**src/assert_macros.svh**
```systemverilog
// Assertion macros for the RTL of the LED animation sequencer.
`ifndef ASSERT_MACROS_SVH
`define ASSERT_MACROS_SVH

// Checked on every rising edge of clk, suspended while the active-low reset is asserted.
`define LAS_ASSERT(lbl, clk, rst_n, prop, msg) \
	lbl: assert property (@(posedge clk) disable iff (!(rst_n)) (prop)) else $error(msg);

// Checked on every rising edge of clk, also during reset.
`define LAS_ASSERT_ALWAYS(lbl, clk, prop, msg) \
	lbl: assert property (@(posedge clk) (prop)) else $error(msg);

`endif

```
**src/las_pkg.sv**
```systemverilog
// Package with the codes, widths and LED pin tables of the LED animation sequencer.
package las_pkg;

	localparam int PosW = 11;
	localparam int PinW = 4;

	typedef logic [2:0] action_t;
	typedef logic [3:0] mode_t;
	typedef logic [1:0] team_t;
	typedef logic [2:0] led_idx_t;
	typedef logic [PinW-1:0] pins_t;
	typedef logic [PosW-1:0] pos_t;

	localparam action_t ACT_TICK    = 3'd0;
	localparam action_t ACT_REFRESH = 3'd1;
	localparam action_t ACT_MARK    = 3'd2;
	localparam action_t ACT_CLEAR   = 3'd3;
	localparam action_t ACT_LIGHT   = 3'd4;

	localparam mode_t MODE_OFF     = 4'd0;
	localparam mode_t MODE_PART    = 4'd1;
	localparam mode_t MODE_BLUE    = 4'd2;
	localparam mode_t MODE_RED     = 4'd3;
	localparam mode_t MODE_YELLOW  = 4'd4;
	localparam mode_t MODE_GREEN   = 4'd5;
	localparam mode_t MODE_CHASE1  = 4'd6;
	localparam mode_t MODE_CHASE2  = 4'd7;
	localparam mode_t MODE_FAST    = 4'd8;
	localparam mode_t MODE_BLUERED = 4'd9;
	localparam mode_t MODE_RESET   = MODE_CHASE2;

	localparam team_t TEAM_RED    = 2'd0;
	localparam team_t TEAM_YELLOW = 2'd1;
	localparam team_t TEAM_GREEN  = 2'd2;
	localparam team_t TEAM_BLUE   = 2'd3;

	localparam pos_t POS_HALF   = 11'd1024;

	// Pin number and latch level for each LED, left red..blue then right red..blue.
	localparam logic [1:0] LED_PIN [8] = '{2'd0, 2'd1, 2'd3, 2'd3, 2'd0, 2'd1, 2'd2, 2'd2};
	localparam logic LED_LEVEL [8] = '{1'b0, 1'b0, 1'b0, 1'b1, 1'b1, 1'b1, 1'b0, 1'b1};

	// LED index for a color on one side; colors above blue fall back to red.
	function automatic led_idx_t side_idx(input logic [3:0] color, input logic left);
		logic [1:0] c;
		c = (color > 4'd3) ? TEAM_RED : color[1:0];
		return {~left, c};
	endfunction

	// Team code of a team mode: blue, red, yellow, green for modes two to five.
	function automatic team_t team_code(input mode_t mode);
		return team_t'(mode[1:0] + 2'd1);
	endfunction

endpackage

```
**src/led_animation_sequencer_top.sv**
```systemverilog
// Top level of the LED animation sequencer: input register, pattern logic and result register.

// The block takes one beat per clock cycle on the input channel while in_ready is high and holds
// it in an input register; when the beat fires, the pattern logic updates the position, the
// seen-team flags and the pin enables and latches, and a refresh or light beat loads the result
// register. Ticks, marks and clears give no result. The input side keeps accepting while a
// result waits, until a second result beat would have nowhere to go. The LED mode register is
// written through cfg_wr_en and cfg_wr_data; the user must write it only while the block is
// idle, which the block itself does not enforce. It resets to the second chase mode.
`include "assert_macros.svh"

module led_animation_sequencer_top (
	input  logic                 clk,
	input  logic                 arst_n,
	input  logic                 cfg_wr_en,
	input  las_pkg::mode_t       cfg_wr_data,
	input  logic                 in_valid,
	output logic                 in_ready,
	input  las_pkg::action_t     action,
	input  las_pkg::team_t       team,
	input  las_pkg::led_idx_t    led_index,
	output logic                 out_valid,
	input  logic                 out_ready,
	output las_pkg::pins_t       pin_enable,
	output las_pkg::pins_t       pin_level,
	output logic                 ir_send,
	output las_pkg::team_t       ir_team
);

	las_pkg::mode_t    mode_q;
	las_pkg::pos_t     pos_q;
	logic [3:0]        seen_q;
	las_pkg::pins_t    enable_q;
	las_pkg::pins_t    latch_q;

	logic              valid_s1;
	las_pkg::action_t  action_s1;
	las_pkg::team_t    team_s1;
	las_pkg::led_idx_t led_index_s1;

	logic              out_valid_q;
	las_pkg::pins_t    pin_enable_q;
	las_pkg::pins_t    pin_level_q;
	logic              ir_send_q;
	las_pkg::team_t    ir_team_q;

	logic              has_result;
	logic              fire_s1;
	logic              do_clear;
	logic              do_light;
	las_pkg::led_idx_t light_idx;
	logic              send;
	las_pkg::team_t    code;
	las_pkg::team_t    tcode;
	las_pkg::pos_t     down_pos;
	las_pkg::pins_t    enable_n;
	las_pkg::pins_t    latch_n;
	logic [1:0]        pin_sel;

	assign has_result = (action_s1 == las_pkg::ACT_REFRESH) || (action_s1 == las_pkg::ACT_LIGHT);
	assign fire_s1    = valid_s1 && (!has_result || !out_valid_q || out_ready);
	assign in_ready   = !valid_s1 || fire_s1;

	assign tcode    = las_pkg::team_code(mode_q);
	assign down_pos = las_pkg::POS_HALF - pos_q;

	always_comb begin
		do_clear  = 1'b0;
		do_light  = 1'b0;
		light_idx = '0;
		send      = 1'b0;
		code      = las_pkg::TEAM_RED;
		if (action_s1 == las_pkg::ACT_LIGHT) begin
			do_clear  = 1'b1;
			do_light  = 1'b1;
			light_idx = led_index_s1;
		end else if (action_s1 == las_pkg::ACT_REFRESH) begin
			unique case (mode_q) inside
				las_pkg::MODE_OFF: begin
					do_clear = 1'b1;
				end
				las_pkg::MODE_PART: begin
					do_clear = 1'b1;
					if (!pos_q[10] && !pos_q[9]) begin
						do_light  = 1'b1;
						light_idx = las_pkg::side_idx({1'b0, pos_q[8:6]}, pos_q[0]);
					end else if (!pos_q[10]) begin
						// Sweeping back down from the middle of the first half.
						do_light  = 1'b1;
						light_idx = las_pkg::side_idx(down_pos[9:6], pos_q[0]);
					end else if (!pos_q[9]) begin
						if (!pos_q[8] && seen_q[las_pkg::TEAM_RED]) begin
							do_light  = 1'b1;
							light_idx = las_pkg::side_idx(4'(las_pkg::TEAM_RED), pos_q[4]);
						end else if (seen_q[las_pkg::TEAM_GREEN]) begin
							do_light  = 1'b1;
							light_idx = las_pkg::side_idx(4'(las_pkg::TEAM_GREEN), pos_q[4]);
						end
					end else begin
						if (!pos_q[8] && seen_q[las_pkg::TEAM_YELLOW]) begin
							do_light  = 1'b1;
							light_idx = las_pkg::side_idx(4'(las_pkg::TEAM_YELLOW), pos_q[4]);
						end else if (seen_q[las_pkg::TEAM_BLUE]) begin
							do_light  = 1'b1;
							light_idx = las_pkg::side_idx(4'(las_pkg::TEAM_BLUE), pos_q[4]);
						end
					end
				end
				las_pkg::MODE_BLUE, las_pkg::MODE_RED, las_pkg::MODE_YELLOW,
				las_pkg::MODE_GREEN: begin
					do_clear = 1'b1;
					code     = tcode;
					if (!pos_q[10]) begin
						if (pos_q == '0) begin
							send = 1'b1;
						end else begin
							do_light  = 1'b1;
							light_idx = las_pkg::side_idx({2'b00, tcode}, pos_q[0]);
						end
					end else begin
						// In the second half the color rotates every 256 positions.
						do_light  = 1'b1;
						light_idx = las_pkg::side_idx({2'b00, 2'(pos_q[9:8] + tcode)}, pos_q[0]);
					end
				end
				las_pkg::MODE_CHASE1: begin
					do_clear  = 1'b1;
					do_light  = 1'b1;
					light_idx = pos_q[7:5];
				end
				las_pkg::MODE_CHASE2: begin
					do_clear  = 1'b1;
					do_light  = 1'b1;
					light_idx = pos_q[8:6];
				end
				las_pkg::MODE_FAST: begin
					do_clear  = 1'b1;
					do_light  = 1'b1;
					light_idx = pos_q[6:4];
				end
				las_pkg::MODE_BLUERED: begin
					do_clear  = 1'b1;
					do_light  = 1'b1;
					light_idx = las_pkg::side_idx(pos_q[8] ? 4'(las_pkg::TEAM_BLUE)
						: 4'(las_pkg::TEAM_RED), pos_q[4]);
				end
				default: begin
				end
			endcase
		end
	end

	assign pin_sel = las_pkg::LED_PIN[light_idx];

	always_comb begin
		enable_n = do_clear ? '0 : enable_q;
		latch_n  = latch_q;
		if (do_light) begin
			enable_n[pin_sel] = 1'b1;
			latch_n[pin_sel]  = las_pkg::LED_LEVEL[light_idx];
		end
	end

	always_ff @(posedge clk or negedge arst_n) begin
		if (!arst_n) begin
			mode_q <= las_pkg::MODE_RESET;
		end else if (cfg_wr_en) begin
			mode_q <= cfg_wr_data;
		end
	end

	always_ff @(posedge clk or negedge arst_n) begin
		if (!arst_n) begin
			valid_s1 <= 1'b0;
		end else if (in_ready) begin
			valid_s1 <= in_valid;
		end
	end

	always_ff @(posedge clk) begin
		if (in_ready && in_valid) begin
			action_s1    <= action;
			team_s1      <= team;
			led_index_s1 <= led_index;
		end
	end

	always_ff @(posedge clk or negedge arst_n) begin
		if (!arst_n) begin
			pos_q    <= '0;
			seen_q   <= '0;
			enable_q <= '0;
			latch_q  <= '0;
		end else if (fire_s1) begin
			case (action_s1)
				las_pkg::ACT_TICK:  pos_q <= pos_q + 1'b1;
				las_pkg::ACT_MARK:  seen_q[team_s1] <= 1'b1;
				las_pkg::ACT_CLEAR: seen_q <= '0;
				default: begin
					enable_q <= enable_n;
					latch_q  <= latch_n;
				end
			endcase
		end
	end

	always_ff @(posedge clk or negedge arst_n) begin
		if (!arst_n) begin
			out_valid_q <= 1'b0;
		end else if (fire_s1 && has_result) begin
			out_valid_q <= 1'b1;
		end else if (out_ready) begin
			out_valid_q <= 1'b0;
		end
	end

	always_ff @(posedge clk) begin
		if (fire_s1 && has_result) begin
			pin_enable_q <= enable_n;
			pin_level_q  <= latch_n;
			ir_send_q    <= send;
			ir_team_q    <= send ? code : las_pkg::TEAM_RED;
		end
	end

	assign out_valid  = out_valid_q;
	assign pin_enable = pin_enable_q;
	assign pin_level  = pin_level_q;
	assign ir_send    = ir_send_q;
	assign ir_team    = ir_team_q;

	`LAS_ASSERT(a_tick_advances, clk, arst_n,
		(fire_s1 && action_s1 == las_pkg::ACT_TICK) |=>
		(pos_q == las_pkg::pos_t'($past(pos_q) + 1'b1)),
		"position did not advance on a tick")
	`LAS_ASSERT(a_send_all_off, clk, arst_n,
		(out_valid && ir_send) |-> (pin_enable == '0), "infrared send with a pin driven")
	`LAS_ASSERT(a_no_send_no_team, clk, arst_n,
		(out_valid && !ir_send) |-> (ir_team == las_pkg::TEAM_RED), "team code without a send")
	`LAS_ASSERT(a_one_pin, clk, arst_n, $onehot0(enable_q), "more than one pin driven")
	`LAS_ASSERT(a_stall_cause, clk, arst_n,
		!in_ready |-> (valid_s1 && has_result && out_valid && !out_ready),
		"input stalled without a pending result")

endmodule
```
**config.mk**
```make
export PLATFORM = sky130hd
export DESIGN_NAME = led_animation_sequencer_top
export DESIGN_NICKNAME = d
export VERILOG_FILES = /design/src/las_pkg.sv /design/src/led_animation_sequencer_top.sv
export VERILOG_INCLUDE_DIRS = /design/src /design/src/src
export SDC_FILE = /design/constraint.sdc
export NUM_CORES = 1
export LEC_CHECK = 0
export BUFFER_PORTS_ARGS = -buffer_cell sky130_fd_sc_hd__buf_2
export CELL_PAD_IN_SITES_DETAIL_PLACEMENT = 0
export CELL_PAD_IN_SITES_GLOBAL_PLACEMENT = 1
export CORE_MARGIN = 2
export CORE_UTILIZATION = 40
export DETAILED_ROUTE_END_ITERATION = 8
export HOLD_SLACK_MARGIN = 0.05
export PLACE_DENSITY = 0.71
export SYNTH_ARGS = -nofsm -noshare
export SYNTH_HDL_FRONTEND = slang
export SYNTH_SLANG_ARGS = --single-unit
```
**constraint.sdc**
```tcl
create_clock -name clk -period 5.1 [get_ports clk]
set_input_delay 0.51 -clock clk [delete_from_list [all_inputs] [get_ports clk]]
set_output_delay 0.51 -clock clk [all_outputs]
set_load 0.05 [all_outputs]
```
==> metrics.txt <==
CTS clock-pin slew for the worst setup and hold paths 90 ps; TritonRoute pass-1 iters 4; setup tns final 0 ps; YS warnings 0; die footprint a little over 7000 um2; H-tree levels 2; Buf+Inv Stages, Crit Path 1; first-pass GRT wire length slightly below 9000 um; worst vdd ir just over 200 uV; proportion of layout cells with a drive suffix above 1 roughly a quarter; HP Class in -> async; Least-Margin Pin Slew 966 ps; initial core utilization 41.5%; outcome finished, final reports clean; port bufs 29; Max Transition Viols Final 0; CP top delay family compound AO/OA/AOI/OAI gates; area grow syn2layout 12.5%; Leakage 1.24 nW; DR vias roughly 1,900; Diodes inserted 0; largest fanout on the critical path 8; Rows 29; Tot Pwr slightly above 1 mW; storage element area 1300 um2; Clk Latency, worst-skew pair approximately 290 ps; via density per instance about 5.5; CORE AREA between 6000 and 7000 um2; DRT antenna net count 0; CP endpoint kind flip-flop; vias in the first global route ~1,800; gr ovfl total 0; DP Wirelength between 3000 and 4000 um; WL/cell around 15 um; final-report setup violation count 0; CP Class reg -> reg; slowest stage delay, CP about 580 ps; Clock Path Buffers 2; skew final slightly below 10 ps; dpl cell area ~2800 um2; register bit total from synthesis between 40 and 50; Mapped Nets ~260; Post-synth EDFFs 19; drt total wl just over 5000 um; most frequent cells in the layout buf_2, dfrtp_1, edfxtp_1; I/O Pins 30; Hold-fix buffers, CTS 0; Post-Synthesis Cells ~240; cts repair resizes 0; P per Cell Area around 340 nW/um2; crit path time final 2990 ps; Worst EP required around 5300 ps; endpoints failing hold 0; Die H ~85 um; max_slew headroom between 30% and 40%; Mapped Area roughly 2600 um2; Multi-input gate area 1260 um2; fmax 0.335 GHz; Distinct cells, synth between 50 and 60; largest net degree at the start of global routing 30; max-capacitance violation count 0; Nets 290; commonest non-fill, non-tap cell in the layout buf_2; Crit path arrival time around 3200 ps; drt drc 0; clock root cell clkbuf_8; critical path launch point type flip-flop; Num CTS Buffers 5; clk sinks between 40 and 50; RSZ-0062 raised after global routing no; Async SR Flop Fraction about three fifths; Post-CTS Setup Repair Bufs 0; Total Routing Usage GR between 10% and 20%; Final period util about three fifths; CP Cell Sequence inv_1 > ha_1 > or2_1 > o2bb2ai_1 > a311oi_1 > a31oi_1 > a21o_2 > nor3b_1 > mux2_2; Seq/Total Area, Yosys 49.4%; initial antenna violation count 0; Main synth FF type dfrtp_1; fillers between 500 and 600; GP Congestion between 0.8 and 0.9; Iter 0 DRT Violations 128; CP max stage cell dfstp_2; average size of a mapped cell between 10 and 15 um2; CTS tree done; Die Wd about 85 um; fin area 2960 um2; Hold Slack about 240 ps
[power by group]
part	switching [mW]	total (mW)	internal (mW)
Combinational	0.120	0.212	0.0916
Clock	0.120	0.313	0.193
Sequential	0.0454	0.490	0.445
[per-stage QoR]
step | setup slack [ps] | util [%] | instances
finish | 2110 | 46.7 | 343
global route | 1930 | 46.7 | 343
CTS | 2130 | 46.7 | 343
detailed placement | 2140 | 44.7 | 336
global placement | 2150 | 44.7 | 336
floorplan | 2460 | - | 238
[final timing paths]
path	start	end	slack, ps	cells after the start
setup / recovery	mode_q[0]	latch_q[0]	2110	9
min in group clk	action[2]	action_s1[2]	390	1
hold reg to reg	enable_q[2]	enable_q[2]	490	2
hold / removal	arst_n	enable_q[0]	240	1
setup reg to reg	mode_q[0]	latch_q[0]	2110	9
max in group asynchronous	arst_n	pos_q[10]	4430	1
[cell families (layout without fill, tap and decap cells)]
| logic type | count (synthesis) | after routing | synth area share, % |
|---|---|---|---|
| compound gates | 54 | 54 | 15.0 |
| xor+xnor | 13 | 13 | 4.32 |
| fa+ha+maj | 7 | 7 | 3.33 |
| buf+inv | 16 | 44 | 2.66 |
| flops | 48 | 48 | 49.4 |
| mux | 14 | 14 | 5.99 |
| simple gates | 86 | 86 | 19.3 |
[Yosys cell counts (4+ instances only)]
master | instances | area share [%]
mux2_2 | 10 | 4.3
a21oi_1 | 6 | 1.1
nor2b_1 | 9 | 2.1
nor3_1 | 5 | 0.95
buf_2 | 5 | 0.95
nand3_1 | 10 | 1.9
a21o_1 | 8 | 2.3
nand2b_1 | 7 | 1.7
nand2_1 | 14 | 2.0
dfrtp_1 | 26 | 25
xor2_1 | 4 | 1.3
xnor2_1 | 9 | 3.0
a22oi_1 | 6 | 1.7
a31oi_1 | 5 | 1.2
o21ai_0 | 7 | 1.3
and2_1 | 4 | 0.95
nor2_1 | 13 | 1.9
ha_1 | 7 | 3.3
inv_1 | 8 | 1.1
edfxtp_1 | 19 | 22
[sequential cells by signal, indices dropped and copies added, names as in the netlist, 2 cells and up]
name and cells:
ir_team 2, enable_q 4, mode_q 4, seen_q 4
action_s1 3, team_s1 2, led_index_s1 3, pos_q 11
pin_level 4, latch_q 4, pin_enable 4
[per-layer routing]
metal	routed length [um]	vias to the layer above	share of wire, %	global-route usage [%]
li1	-	929	-	-
met1	2540	907	49	21.7
met3	195	7	3.8	3.21
met2	2360	32	46	23.4
met5	0	-	0	0
met4	59	0	1.1	4.62
[layout make-up]
cell class	count	share of cell area, %
Sequential cell	48	43.9
Clock buffer	5	2.32
Inverter	8	1.01
Tap cell	77	3.25
Timing Repair Buffer	29	4.90
Multi-Input combinational cell	174	42.6
Clock inverter	2	2.03
(Power assumes the default switching activity.)
